[config.mk]
export PLATFORM = sky130hd
export DESIGN_NAME = cascaded_pid_motor_pwm
export DESIGN_NICKNAME = d
export VERILOG_FILES = /design/src/hw/rtl/cpmp_pkg.sv /design/src/hw/rtl/cpmp_datapath.sv /design/src/hw/rtl/cpmp_ctrl.sv /design/src/hw/rtl/cascaded_pid_motor_pwm.sv
export SDC_FILE = /design/constraint.sdc
export NUM_CORES = 2
export LEC_CHECK = 0
export ABC_AREA = 0
export BUFFER_PORTS_ARGS = -buffer_cell sky130_fd_sc_hd__buf_2
export CELL_PAD_IN_SITES_DETAIL_PLACEMENT = 2
export CELL_PAD_IN_SITES_GLOBAL_PLACEMENT = 2
export CORE_UTILIZATION = 44
export DETAILED_ROUTE_END_ITERATION = 8
export PLACE_DENSITY_LB_ADDON = 0.1
export SYNTH_ARGS = -nofsm -noshare
export SYNTH_HDL_FRONTEND = slang
export SYNTH_SLANG_ARGS = --single-unit
[constraint.sdc]
create_clock -name clk -period 22.7 [get_ports clk]
set_clock_uncertainty 0.05 [all_clocks]
set_input_delay 4.54 -clock clk [delete_from_list [all_inputs] [get_ports clk]]
set_output_delay 4.54 -clock clk [all_outputs]
set_load 0.01 [all_outputs]
[src/hw/rtl/cpmp_pkg.sv]
package cpmp_pkg;

  // Field and datapath widths
  localparam int ENC_W      = 16;
  localparam int SPEED_W    = 17;
  localparam int VAL_W      = 32;
  localparam int DIFF_W     = 33;
  localparam int GAIN_W     = 20;
  localparam int PROD_W     = 53;
  localparam int ACC_W      = 55;
  localparam int FRAC_W     = 16;
  localparam int QUO_W      = ACC_W - FRAC_W;
  localparam int CMP_W      = 10;
  localparam int DRV_W      = 11;
  localparam int CFG_IDX_W  = 3;
  localparam int CFG_DATA_W = 32;

  // Control constants
  localparam int DRIVE_LIMIT  = 1000;
  localparam int INTEGRAL_CAP = 100000;
  localparam int FAR_DISTANCE = 200000;
  localparam int FAR_SPEED    = 1298;
  localparam int WRAP_POINT   = 30000;
  localparam int Q_ROUND      = (1 << FRAC_W) - 1;

  // Gain reset values, signed Q3.16
  localparam logic signed [GAIN_W-1:0] SPEED_KP_RST    = 20'sd39322;
  localparam logic signed [GAIN_W-1:0] SPEED_KI_RST    = 20'sd328;
  localparam logic signed [GAIN_W-1:0] SPEED_KD_RST    = -20'sd26214;
  localparam logic signed [GAIN_W-1:0] POSITION_KP_RST = 20'sd328;
  localparam logic signed [GAIN_W-1:0] POSITION_KD_RST = -20'sd5243;

  typedef enum logic [CFG_IDX_W-1:0] {
    REG_POSITION_MODE   = 3'd0,
    REG_SPEED_TARGET    = 3'd1,
    REG_POSITION_TARGET = 3'd2,
    REG_SPEED_KP        = 3'd3,
    REG_SPEED_KI        = 3'd4,
    REG_SPEED_KD        = 3'd5,
    REG_POSITION_KP     = 3'd6,
    REG_POSITION_KD     = 3'd7
  } cfg_reg_t;

  typedef enum logic [2:0] {
    MUL_NONE = 3'd0,
    MUL_PKP  = 3'd1,
    MUL_PKD  = 3'd2,
    MUL_SKP  = 3'd3,
    MUL_SKI  = 3'd4,
    MUL_SKD  = 3'd5
  } mul_sel_t;

  typedef enum logic [1:0] {
    ACC_HOLD = 2'd0,
    ACC_LOAD = 2'd1,
    ACC_ADD  = 2'd2
  } acc_op_t;

  typedef struct packed {
    logic                     position_mode;
    logic signed [ENC_W-1:0]  speed_target;
    logic signed [GAIN_W-1:0] speed_kp;
    logic signed [GAIN_W-1:0] speed_ki;
    logic signed [GAIN_W-1:0] speed_kd;
    logic signed [GAIN_W-1:0] position_kp;
    logic signed [GAIN_W-1:0] position_kd;
  } cfg_t;

  typedef struct packed {
    logic     load_in;
    logic     dist_upd;
    logic     goal_far;
    logic     goal_pd;
    logic     err_upd;
    logic     int_upd;
    logic     ld_upd;
    logic     lerr_upd;
    mul_sel_t mul_sel;
    acc_op_t  acc_op;
    logic     out_load;
  } cmd_t;

  // Saturate a wide signed value to the 32-bit signed range
  function automatic logic signed [VAL_W-1:0] sat32(input logic signed [QUO_W-1:0] v);
    logic signed [VAL_W-1:0] r;
    if (v[QUO_W-1:VAL_W-1] == {(QUO_W-VAL_W+1){v[QUO_W-1]}}) begin
      r = v[VAL_W-1:0];
    end else if (v[QUO_W-1]) begin
      r = {1'b1, {(VAL_W-1){1'b0}}};
    end else begin
      r = {1'b0, {(VAL_W-1){1'b1}}};
    end
    return r;
  endfunction

endpackage

[src/hw/rtl/cpmp_datapath.sv]
module cpmp_datapath (
  input  logic                                   clk,
  input  logic                                   rst_n,
  input  cpmp_pkg::cmd_t                         cmd,
  input  cpmp_pkg::cfg_t                         cfg,
  input  logic                                   dist_load,
  input  logic        [cpmp_pkg::CFG_DATA_W-1:0] dist_value,
  input  logic        [cpmp_pkg::ENC_W-1:0]      in_encoder_count,
  output logic                                   far,
  output logic        [cpmp_pkg::CMP_W-1:0]      out_compare_a,
  output logic        [cpmp_pkg::CMP_W-1:0]      out_compare_b,
  output logic signed [cpmp_pkg::DRV_W-1:0]      out_drive_value,
  output logic signed [cpmp_pkg::VAL_W-1:0]      out_speed_goal_used
);

  // Loop state
  logic signed [cpmp_pkg::VAL_W-1:0]   integ_r, integ_nxt;
  logic signed [cpmp_pkg::VAL_W-1:0]   lerr_r;
  logic signed [cpmp_pkg::VAL_W-1:0]   rd_r, rd_nxt;
  logic signed [cpmp_pkg::VAL_W-1:0]   ld_r;

  // Working registers
  logic signed [cpmp_pkg::SPEED_W-1:0] speed_r, speed_nxt;
  logic signed [cpmp_pkg::VAL_W-1:0]   goal_r;
  logic signed [cpmp_pkg::VAL_W-1:0]   err_r, err_nxt;
  logic signed [cpmp_pkg::PROD_W-1:0]  prod_r, prod_nxt;
  logic signed [cpmp_pkg::ACC_W-1:0]   acc_r;

  logic signed [cpmp_pkg::VAL_W-1:0]   int_sum;
  logic signed [cpmp_pkg::GAIN_W-1:0]  mul_a;
  logic signed [cpmp_pkg::DIFF_W-1:0]  mul_b;
  logic signed [cpmp_pkg::ACC_W-1:0]   biased;
  logic signed [cpmp_pkg::QUO_W-1:0]   quo;
  logic signed [cpmp_pkg::VAL_W-1:0]   goal_pd;
  logic signed [cpmp_pkg::DRV_W-1:0]   drive;
  logic signed [cpmp_pkg::DRV_W-1:0]   cmp_a_full, cmp_b_full;

  // Raw count above the wrap point is count - 65536: just a set sign bit in 17 bits
  assign speed_nxt = (in_encoder_count > cpmp_pkg::ENC_W'(cpmp_pkg::WRAP_POINT)) ?
                     {1'b1, in_encoder_count} : {1'b0, in_encoder_count};

  assign rd_nxt = cpmp_pkg::sat32(cpmp_pkg::QUO_W'(cpmp_pkg::DIFF_W'(rd_r)
                                  - cpmp_pkg::DIFF_W'(speed_r)));
  assign far    = rd_r > cpmp_pkg::VAL_W'(cpmp_pkg::FAR_DISTANCE);

  assign err_nxt = cpmp_pkg::sat32(cpmp_pkg::QUO_W'(cpmp_pkg::DIFF_W'(goal_r)
                                   - cpmp_pkg::DIFF_W'(speed_r)));

  assign int_sum   = cpmp_pkg::sat32(cpmp_pkg::QUO_W'(cpmp_pkg::DIFF_W'(integ_r)
                                     + cpmp_pkg::DIFF_W'(err_r)));
  assign integ_nxt = (cfg.position_mode && int_sum > cpmp_pkg::VAL_W'(cpmp_pkg::INTEGRAL_CAP)) ?
                     cpmp_pkg::VAL_W'(cpmp_pkg::INTEGRAL_CAP) : int_sum;

  // Shared multiplier operand select
  always_comb begin
    case (cmd.mul_sel)
      cpmp_pkg::MUL_PKP: begin
        mul_a = cfg.position_kp;
        mul_b = cpmp_pkg::DIFF_W'(rd_r);
      end
      cpmp_pkg::MUL_PKD: begin
        mul_a = cfg.position_kd;
        mul_b = cpmp_pkg::DIFF_W'(rd_r) - cpmp_pkg::DIFF_W'(ld_r);
      end
      cpmp_pkg::MUL_SKP: begin
        mul_a = cfg.speed_kp;
        mul_b = cpmp_pkg::DIFF_W'(err_r);
      end
      cpmp_pkg::MUL_SKI: begin
        mul_a = cfg.speed_ki;
        mul_b = cpmp_pkg::DIFF_W'(integ_r);
      end
      cpmp_pkg::MUL_SKD: begin
        mul_a = cfg.speed_kd;
        mul_b = cpmp_pkg::DIFF_W'(err_r) - cpmp_pkg::DIFF_W'(lerr_r);
      end
      default: begin
        mul_a = '0;
        mul_b = '0;
      end
    endcase
  end

  assign prod_nxt = mul_a * mul_b;

  // Truncate the Q.16 sum toward zero
  assign biased  = acc_r + (acc_r[cpmp_pkg::ACC_W-1] ?
                   cpmp_pkg::ACC_W'(cpmp_pkg::Q_ROUND) : cpmp_pkg::ACC_W'(0));
  assign quo     = biased[cpmp_pkg::ACC_W-1:cpmp_pkg::FRAC_W];
  assign goal_pd = cpmp_pkg::sat32(quo);

  always_comb begin
    if (quo > cpmp_pkg::QUO_W'(cpmp_pkg::DRIVE_LIMIT)) begin
      drive = cpmp_pkg::DRV_W'(cpmp_pkg::DRIVE_LIMIT);
    end else if (quo < -cpmp_pkg::QUO_W'(cpmp_pkg::DRIVE_LIMIT)) begin
      drive = -cpmp_pkg::DRV_W'(cpmp_pkg::DRIVE_LIMIT);
    end else begin
      drive = quo[cpmp_pkg::DRV_W-1:0];
    end
  end

  assign cmp_a_full = (drive > cpmp_pkg::DRV_W'(0)) ?
                      cpmp_pkg::DRV_W'(cpmp_pkg::DRIVE_LIMIT) - drive :
                      cpmp_pkg::DRV_W'(cpmp_pkg::DRIVE_LIMIT);
  assign cmp_b_full = (drive < cpmp_pkg::DRV_W'(0)) ?
                      cpmp_pkg::DRV_W'(cpmp_pkg::DRIVE_LIMIT) + drive :
                      cpmp_pkg::DRV_W'(cpmp_pkg::DRIVE_LIMIT);

  always_ff @(posedge clk) begin
    if (!rst_n) begin
      integ_r <= '0;
      lerr_r  <= '0;
      rd_r    <= '0;
      ld_r    <= '0;
    end else begin
      if (cmd.int_upd) begin
        integ_r <= integ_nxt;
      end
      if (cmd.lerr_upd) begin
        lerr_r <= err_r;
      end
      if (dist_load) begin
        rd_r <= dist_value;
      end else if (cmd.dist_upd) begin
        rd_r <= rd_nxt;
      end
      if (cmd.ld_upd) begin
        ld_r <= rd_r;
      end
    end
  end

  always_ff @(posedge clk) begin
    prod_r <= prod_nxt;
    if (cmd.load_in) begin
      speed_r <= speed_nxt;
      goal_r  <= cpmp_pkg::VAL_W'(cfg.speed_target);
    end else if (cmd.goal_far) begin
      goal_r <= cpmp_pkg::VAL_W'(cpmp_pkg::FAR_SPEED);
    end else if (cmd.goal_pd) begin
      goal_r <= goal_pd;
    end
    if (cmd.err_upd) begin
      err_r <= err_nxt;
    end
    case (cmd.acc_op)
      cpmp_pkg::ACC_LOAD: acc_r <= cpmp_pkg::ACC_W'(prod_r);
      cpmp_pkg::ACC_ADD:  acc_r <= acc_r + cpmp_pkg::ACC_W'(prod_r);
      default:            acc_r <= acc_r;
    endcase
    if (cmd.out_load) begin
      out_compare_a       <= cmp_a_full[cpmp_pkg::CMP_W-1:0];
      out_compare_b       <= cmp_b_full[cpmp_pkg::CMP_W-1:0];
      out_drive_value     <= drive;
      out_speed_goal_used <= goal_r;
    end
  end

endmodule

[src/hw/rtl/cpmp_ctrl.sv]
module cpmp_ctrl (
  input  logic           clk,
  input  logic           rst_n,
  input  logic           in_valid,
  input  logic           out_ready,
  input  logic           pos_mode,
  input  logic           far,
  output logic           in_ready,
  output logic           out_valid,
  output cpmp_pkg::cmd_t cmd
);

  typedef enum logic [11:0] {
    S_IDLE   = 12'b0000_0000_0001,
    S_DIST   = 12'b0000_0000_0010,
    S_PCHK   = 12'b0000_0000_0100,
    S_PMUL   = 12'b0000_0000_1000,
    S_PACC   = 12'b0000_0001_0000,
    S_PGOAL  = 12'b0000_0010_0000,
    S_ERR    = 12'b0000_0100_0000,
    S_INT    = 12'b0000_1000_0000,
    S_SMUL   = 12'b0001_0000_0000,
    S_SMUL2  = 12'b0010_0000_0000,
    S_SACC   = 12'b0100_0000_0000,
    S_FINISH = 12'b1000_0000_0000
  } state_t;

  state_t state_r, state_nxt;
  logic   out_valid_r, out_valid_nxt;

  assign in_ready  = (state_r == S_IDLE);
  assign out_valid = out_valid_r;

  always_comb begin
    state_nxt = state_r;
    cmd       = '0;
    unique case (state_r)
      S_IDLE: begin
        if (in_valid) begin
          cmd.load_in = 1'b1;
          state_nxt   = pos_mode ? S_DIST : S_ERR;
        end
      end
      S_DIST: begin
        cmd.dist_upd = 1'b1;
        state_nxt    = S_PCHK;
      end
      S_PCHK: begin
        cmd.mul_sel = cpmp_pkg::MUL_PKP;
        if (far) begin
          cmd.goal_far = 1'b1;
          state_nxt    = S_ERR;
        end else begin
          state_nxt = S_PMUL;
        end
      end
      S_PMUL: begin
        cmd.mul_sel = cpmp_pkg::MUL_PKD;
        cmd.acc_op  = cpmp_pkg::ACC_LOAD;
        cmd.ld_upd  = 1'b1;
        state_nxt   = S_PACC;
      end
      S_PACC: begin
        cmd.acc_op = cpmp_pkg::ACC_ADD;
        state_nxt  = S_PGOAL;
      end
      S_PGOAL: begin
        cmd.goal_pd = 1'b1;
        state_nxt   = S_ERR;
      end
      S_ERR: begin
        cmd.err_upd = 1'b1;
        state_nxt   = S_INT;
      end
      S_INT: begin
        cmd.int_upd = 1'b1;
        cmd.mul_sel = cpmp_pkg::MUL_SKP;
        state_nxt   = S_SMUL;
      end
      S_SMUL: begin
        cmd.mul_sel = cpmp_pkg::MUL_SKI;
        cmd.acc_op  = cpmp_pkg::ACC_LOAD;
        state_nxt   = S_SMUL2;
      end
      S_SMUL2: begin
        cmd.mul_sel  = cpmp_pkg::MUL_SKD;
        cmd.acc_op   = cpmp_pkg::ACC_ADD;
        cmd.lerr_upd = 1'b1;
        state_nxt    = S_SACC;
      end
      S_SACC: begin
        cmd.acc_op = cpmp_pkg::ACC_ADD;
        state_nxt  = S_FINISH;
      end
      S_FINISH: begin
        // hold until the output slot is free
        if (!out_valid_r || out_ready) begin
          cmd.out_load = 1'b1;
          state_nxt    = S_IDLE;
        end
      end
      default: begin
        state_nxt = S_IDLE;
      end
    endcase
  end

  always_comb begin
    if (cmd.out_load) begin
      out_valid_nxt = 1'b1;
    end else if (out_ready) begin
      out_valid_nxt = 1'b0;
    end else begin
      out_valid_nxt = out_valid_r;
    end
  end

  always_ff @(posedge clk) begin
    if (!rst_n) begin
      state_r     <= S_IDLE;
      out_valid_r <= 1'b0;
    end else begin
      state_r     <= state_nxt;
      out_valid_r <= out_valid_nxt;
    end
  end

endmodule

[src/hw/rtl/cascaded_pid_motor_pwm.sv]
// Sequencing: a new input beat is accepted only once the previous one has been loaded
//   into the output register, since the single shared 20x33 multiplier is taken in
//   turns by the speed PID and the position PD.
// Reset: synchronous, active low; clears the integral, last-error and distance state and
//   restores the gains, mode and speed target to their power-on values.
module cascaded_pid_motor_pwm (
  input  logic                                   clk,
  input  logic                                   rst_n,
  // input channel: one control tick per beat
  input  logic                                   in_valid,
  output logic                                   in_ready,
  input  logic        [cpmp_pkg::ENC_W-1:0]      in_encoder_count,
  // result channel
  output logic                                   out_valid,
  input  logic                                   out_ready,
  output logic        [cpmp_pkg::CMP_W-1:0]      out_compare_a,
  output logic        [cpmp_pkg::CMP_W-1:0]      out_compare_b,
  output logic signed [cpmp_pkg::DRV_W-1:0]      out_drive_value,
  output logic signed [cpmp_pkg::VAL_W-1:0]      out_speed_goal_used,
  // configuration write port
  input  logic                                   cfg_we,
  input  logic        [cpmp_pkg::CFG_IDX_W-1:0]  cfg_index,
  input  logic        [cpmp_pkg::CFG_DATA_W-1:0] cfg_wdata
);

  cpmp_pkg::cfg_t cfg_r, cfg_nxt;
  cpmp_pkg::cmd_t cmd;
  logic           far;
  logic           dist_load;

  // Register file. A write to the position target does not keep a copy here:
  // it goes straight into the remaining distance held by the datapath.
  always_comb begin
    cfg_nxt = cfg_r;
    if (cfg_we) begin
      unique case (cfg_index)
        cpmp_pkg::REG_POSITION_MODE: cfg_nxt.position_mode = cfg_wdata[0];
        cpmp_pkg::REG_SPEED_TARGET:  cfg_nxt.speed_target  = cfg_wdata[cpmp_pkg::ENC_W-1:0];
        cpmp_pkg::REG_SPEED_KP:      cfg_nxt.speed_kp      = cfg_wdata[cpmp_pkg::GAIN_W-1:0];
        cpmp_pkg::REG_SPEED_KI:      cfg_nxt.speed_ki      = cfg_wdata[cpmp_pkg::GAIN_W-1:0];
        cpmp_pkg::REG_SPEED_KD:      cfg_nxt.speed_kd      = cfg_wdata[cpmp_pkg::GAIN_W-1:0];
        cpmp_pkg::REG_POSITION_KP:   cfg_nxt.position_kp   = cfg_wdata[cpmp_pkg::GAIN_W-1:0];
        cpmp_pkg::REG_POSITION_KD:   cfg_nxt.position_kd   = cfg_wdata[cpmp_pkg::GAIN_W-1:0];
        default: begin
          cfg_nxt = cfg_r;
        end
      endcase
    end
  end

  assign dist_load = cfg_we && (cfg_index == cpmp_pkg::REG_POSITION_TARGET);

  always_ff @(posedge clk) begin
    if (!rst_n) begin
      cfg_r.position_mode <= 1'b0;
      cfg_r.speed_target  <= '0;
      cfg_r.speed_kp      <= cpmp_pkg::SPEED_KP_RST;
      cfg_r.speed_ki      <= cpmp_pkg::SPEED_KI_RST;
      cfg_r.speed_kd      <= cpmp_pkg::SPEED_KD_RST;
      cfg_r.position_kp   <= cpmp_pkg::POSITION_KP_RST;
      cfg_r.position_kd   <= cpmp_pkg::POSITION_KD_RST;
    end else begin
      cfg_r <= cfg_nxt;
    end
  end

  // Sequencer: walks one tick through distance update, position PD (both in position
  // mode; PD skipped while far), error, integral and the three speed-loop products,
  // then drops the result into the output register once the previous beat has been taken.
  cpmp_ctrl u_ctrl (
    .clk       (clk),
    .rst_n     (rst_n),
    .in_valid  (in_valid),
    .out_ready (out_ready),
    .pos_mode  (cfg_r.position_mode),
    .far       (far),
    .in_ready  (in_ready),
    .out_valid (out_valid),
    .cmd       (cmd)
  );

  // Datapath: loop state, shared multiplier, accumulator, truncation toward
  // zero, drive limit and PWM compare mapping, plus the output register.
  cpmp_datapath u_datapath (
    .clk                 (clk),
    .rst_n               (rst_n),
    .cmd                 (cmd),
    .cfg                 (cfg_r),
    .dist_load           (dist_load),
    .dist_value          (cfg_wdata),
    .in_encoder_count    (in_encoder_count),
    .far                 (far),
    .out_compare_a       (out_compare_a),
    .out_compare_b       (out_compare_b),
    .out_drive_value     (out_drive_value),
    .out_speed_goal_used (out_speed_goal_used)
  );

endmodule
Word-level counts from Yosys, hierarchy flattened
Index checks and enable logic that the tools add are counted.

Bits of input ports: 56. Bits in registers: 510. Output and inout bits: 65.

Multiply operators: 1. Equal/unequal tests: 32. Reductions and logical operators: 19. $add $sub $neg: 9. Muxes and demuxes: 42. Order comparisons: 7.

Operators with widths (count): 2-to-1 mux 32 bit (14); one-hot mux 33 bit (5 select lines) (1); one-hot mux 12 bit (12 select lines) (1); one-hot mux 55 bit (2 select lines) (1); one-hot mux 20 bit (5 select lines) (1); subtractor 32 x 17 -> 33 bit (2); subtractor 32 x 32 -> 33 bit (2); adder 55 x 53 -> 55 bit (1); adder 55 bit (1); multiplier 20 x 33 -> 53 bit (1); greater-than comparator 39 x 11 -> 1 bit, second input constant (1); less-than comparator 39 x 11 -> 1 bit, second input constant (1); adder 32 x 32 -> 33 bit (1); greater-than comparator 32 x 18 -> 1 bit, second input constant (1); greater-than comparator 32 x 19 -> 1 bit, second input constant (1); equality test 7 bit (4); 2-to-1 mux 12 bit (2); 2-to-1 mux 11 bit (2); equality test 3 bit, second input constant (6); 2-to-1 mux 17 bit (1); greater-than comparator 16 x 15 -> 1 bit, second input constant (1); 2-to-1 mux 16 bit (1); AND reduction 2 bit (8); one-hot mux 3 bit (5 select lines) (1); other kinds (33) (54).

Logic depth before layout (Yosys ltp)
Word-level depth: 7. Mapped depth: 43. Depth with buffers taken out: 40.

Cells and area by module
Synthesis repeated with hierarchy kept, for this count alone.

Cells, all modules: 6457. Area total of the unflattened synthesis: 57229.9 um^2.

By module, submodules not included: cpmp_datapath (instances 1, area an instance 51842.2 um^2, cells an instance 5930); cascaded_pid_motor_pwm (instances 1, area an instance 4599.4 um^2, cells an instance 435); cpmp_ctrl (instances 1, area an instance 788.3 um^2, cells an instance 92).

Worst setup path before layout
OpenSTA, ideal clock, no wires.

Path type: reg2reg. Start: register u_datapath.err_r[0] in the netlist's numbering. End: register u_datapath.prod_r[50] in the netlist's numbering. Stages on the path, launching flop included: 44. Arrival: 9498 ps. Slack: 13025 ps. Path buffers: 3. Path through: edfxtp_1 -> inv_1 -> ha_1 -> fa_1 -> nor2b_1 -> o21ai_0 -> a21boi_1 -> o31ai_1 -> a311oi_1 -> a211oi_1 -> o31ai_1 -> a41oi_1 -> nor2b_1 -> nor4_1 -> or3_1 -> clkbuf_1 -> clkbuf_1 -> and2_1 -> [8 not listed] -> fa_1 -> fa_1 -> inv_1 -> fa_1 -> inv_1 -> ha_1 -> clkbuf_1 -> a21o_1 -> a21oi_1 -> nor2_1 -> nor2_1 -> nor2b_1 -> o21a_1 -> o21ai_0 -> nand2b_1 -> a21oi_1 -> o21ai_0 -> xor2_1.

Word-level cells in the longest chain between the ends: 3.

Ends and longest elaborated chain: from (decl) (line cpmp_datapath.sv:25) `logic signed [cpmp_pkg::VAL_W-1:0] err_r, err_nxt;`; from (signal assigned) (line cpmp_datapath.sv:144) `err_r <= err_nxt;`; subtractor 32 x 32 -> 33 bit (line cpmp_datapath.sv:75) `mul_b = cpmp_pkg::DIFF_W'(err_r) - cpmp_pkg::DIFF_W'(lerr_r);`; one-hot mux 33 bit (5 select lines) * (line cpmp_datapath.sv:56) `case (cmd.mul_sel)`; multiplier 20 x 33 -> 53 bit * (line cpmp_datapath.sv:84) `assign prod_nxt = mul_a * mul_b;`; via u_datapath.prod_nxt, one bit (line cpmp_datapath.sv:26) `logic signed [cpmp_pkg::PROD_W-1:0] prod_r, prod_nxt;`; to (signal assigned) (line cpmp_datapath.sv:134) `prod_r <= prod_nxt;`; to (decl) (line cpmp_datapath.sv:26).

The timed path passes the listed nets; every way through them passes the cells marked *. A chain may end at the register's enable or synchronous reset.

Final worst setup path
Start: register u_datapath.err_r[0] in the netlist's numbering. End: register u_datapath.prod_r[51] in the netlist's numbering.

The elaborated chain is that of the path after synthesis.

==> reports/qor.yml <==
yosys:
  synthTopCellsByCount: "953 x nand2_1, 946 x inv_1, 660 x fa_1"
  synth_edf_count: 199
  synth_cell_types: 99
  ys.flop_type: "dfxtp_1"
  ys_seq_area_share_pct: 22.0
  yosysWarnings: 0
  syn_avg_cell_area_um2: 8.50
  synth_area_leader_cell: "fa_1"
  synth_top_area_share_pct: 23.8
  synthArstFlopShare_pct: 0
  syn_area_um2: 55500
  synth.most_common_cell: "nand2_1"
  ys_top_cells_by_area: "fa_1 24%, dfxtp_1 11%, edfxtp_1 11%, ha_1 8.4%, nand2_1 6.4%"
  syn_inst: 6528
  synth_seq_cells: 510
  synth.net_count: 7615
timing:
  finalSetupTns_ps: 0
  slew_headroom_pct: 13.7
  worst_pin_slew_ps: 1290
  rsz0062_at_grt: "false"
  timing.final.crit_share_pct: 51.4
  slew_viol_final: 0
  fmax_mhz: 85.8
  setup_viol: 0
  layout_setup_ws_ps: 11040
  finalCriticalPeriod_ps: 11660
  finalHoldViolations: 0
worst_setup_path:
  cp_num_buf_inv: 6
  worstSetupStartpointType: "register"
  cp_slowest_stage_delay_ps: 780
  end_kind: "register"
  path_class: "register to register"
  crit_required_ps: 23240
  arrival_ps: 12200
  cpMostUsedCell: "fa_1"
  cp_top_family: "compound AO/OA/AOI/OAI gates"
  worst_path_max_delay_cell: "a311oi_1"
  path_max_fanout: 11
layout:
  drive_above_1_share_pct: 7.59
  fin_area_um2: 60700
  num-fill-cells: 13700
  finish.utilization_pct: 48.8
  nets: 7650
  syn_to_final_growth_pct: 9.44
  layout.cells.non_filler: 8255
detailed_routing:
  postRouteAntennaNets: 0
  drt_iter0_markers: 3530
  drt_wl_total_um: 244000
  via_per_inst: 6.10
  vias: 50400
  wire_per_inst_um: 29.5
  route.detailed.drc: 0
  drt_pre_antenna_iters: 5
global_route:
  grt_pass1_wl_um: 363000
  grt_use_total_pct: 38.4
  grt_pass1_vias: 56500
  antenna_found_initial: 16
  grt_start_max_net_pins: 77
  overflow: 0
die:
  rows: 129
  die_area_um2: 128000
  die_w_um: 357
  core_um2: 124000
  start_util_pct: 44.6
  fp.dieH_um: 357
  ios: 121
power_and_ir_drop:
  worst_ir_drop_vdd_mv: 0.0575
  powerDensity_nw_per_um2: 52.8
  power.leakage_nw: 27.8
clock_network:
  cts_setup_buffers: 0
  h-tree-depth: 3
  cts.sinks: 510
  root_buffer: "clkbuf_16"
  insertion_delay_ps: 690
  numCtsBuffers: 67
  cts_hold_buffers: 0
  clk_pin_slew_ps: 60
  cts_resized: 0
  cts_max_path_buffers: 3
  cts_tree: "built"
run_status:
  status: "complete, no violations"
place:
  dp.cells: 8131
  gp_congestion: 0.941
  pre_cts_slack_ps: 11220
  port_buffers: 120
  place_hpwl_um: 188000
  placedInstanceArea_um2: 58200
worst_hold_path:
  hold_path_class: "register to register"
flow_run:
  cap_violations: 0
-- logic make-up (layout without fill, tap and decap cells) --
kind of cell	Yosys count	count (layout)	share of synthesized area [%]
buffers and inverters	1221	1310	8.30
and+or+nand+nor	2177	2177	17.5
xor gates and xnor gates	244	244	3.89
AOI/OAI and AO/OA	1285	1285	15.0
adders and majority gates	1038	1038	32.3
other	0	1	0
muxes	53	53	1.05
DFF	510	510	22.0
-- worst register-to-register path: cells and delay by family (launching register included) --
kind	cells	cell delay, ps
and+or+nand+nor	5	530
xor gates and xnor gates	2	350
buffers and inverters	6	370
AOI/OAI and AO/OA	15	5170
adders and majority gates	10	4670
DFF	1	470
-- per-layer routing --
| layer | up-vias | routed length (um) | global-route usage (%) |
|---|---|---|---|
| li1 | 21600 | - | - |
| met1 | 26400 | 96100 | 46.8 |
| met2 | 1761 | 116000 | 64.3 |
| met3 | 568 | 14500 | 5.17 |
| met4 | 0 | 17100 | 23.6 |
| met5 | - | 0 | 0 |
-- where the power goes --
| part | total (mW) | internal [mW] | switching (mW) |
|---|---|---|---|
| registers | 1.11 | 1.04 | 0.0728 |
| clock network | 1.22 | 0.743 | 0.481 |
| logic | 0.872 | 0.289 | 0.583 |
| total | 3.21 | 2.07 | 1.14 |
-- layout make-up --
| class | instances | area [um^2] | area share, % |
|---|---|---|---|
| Inverter | 950 | 3570 | 5.88 |
| Timing Repair Buffer | 237 | 1480 | 2.44 |
| Multi-Input combinational cell | 4797 | 38900 | 64.1 |
| Clock inverter | 35 | 588 | 0.968 |
| Antenna cell | 1 | 2.50 | 0.00412 |
| Tap cell | 1637 | 2050 | 3.37 |
| Clock buffer | 88 | 1900 | 3.13 |
| Sequential cell | 510 | 12200 | 20.1 |
-- sequential cells by signal, summed over array words and instances (netlist names) --
register / count
cfg_r: 117
u_datapath.acc_r: 55
u_datapath.prod_r: 53
u_datapath.err_r: 32
u_datapath.goal_r: 32
u_datapath.integ_r: 32
u_datapath.ld_r: 32
u_datapath.lerr_r: 32
u_datapath.out_speed_goal_used: 32
u_datapath.rd_r: 32
u_datapath.speed_r: 17
u_ctrl.state_r: 12
u_datapath.out_drive_value: 11
u_datapath.out_compare_a: 10
u_datapath.out_compare_b: 10
u_ctrl.out_valid: 1
-- through the flow --
step | power (mW) | hold slack (ps)
finish | 3.21 | 407
global route | 3.31 | 425
CTS | 3.20 | 410
detailed placement | 1.95 | 402
global placement | 1.89 | 391
floorplan | 1.63 | 376
-- cell usage in the layout, fill, tap and decap left out, drive strengths merged, types with 76 or more instances in the layout --
cell | synthesis | final
nor3 | 94 | 94
o21ai | 262 | 262
nand2 | 954 | 954
inv | 948 | 949
nor2 | 597 | 597
clkbuf | 237 | 88
nand3 | 121 | 121
a211oi | 76 | 76
edfxtp | 199 | 199
dfxtp | 311 | 311
a21o | 137 | 137
ha | 371 | 371
fa | 660 | 660
xnor2 | 178 | 178
buf | 34 | 237
a21oi | 404 | 404
-- worst paths after layout --
kind                                       from                                  to  slack [ps]  cells past startpoint
max reg2reg       u_datapath.err_r[0]$_DFFE_PP_       u_datapath.prod_r[51]$_DFF_P_       11040                     38
min reg2reg  u_datapath.lerr_r[26]$_SDFFE_PN0N_  u_datapath.lerr_r[26]$_SDFFE_PN0N_         410                      2
min          u_datapath.lerr_r[26]$_SDFFE_PN0N_  u_datapath.lerr_r[26]$_SDFFE_PN0N_         410                      2
max               u_datapath.err_r[0]$_DFFE_PP_       u_datapath.prod_r[51]$_DFF_P_       11040                     38
Power figures use the tool's default switching activity.
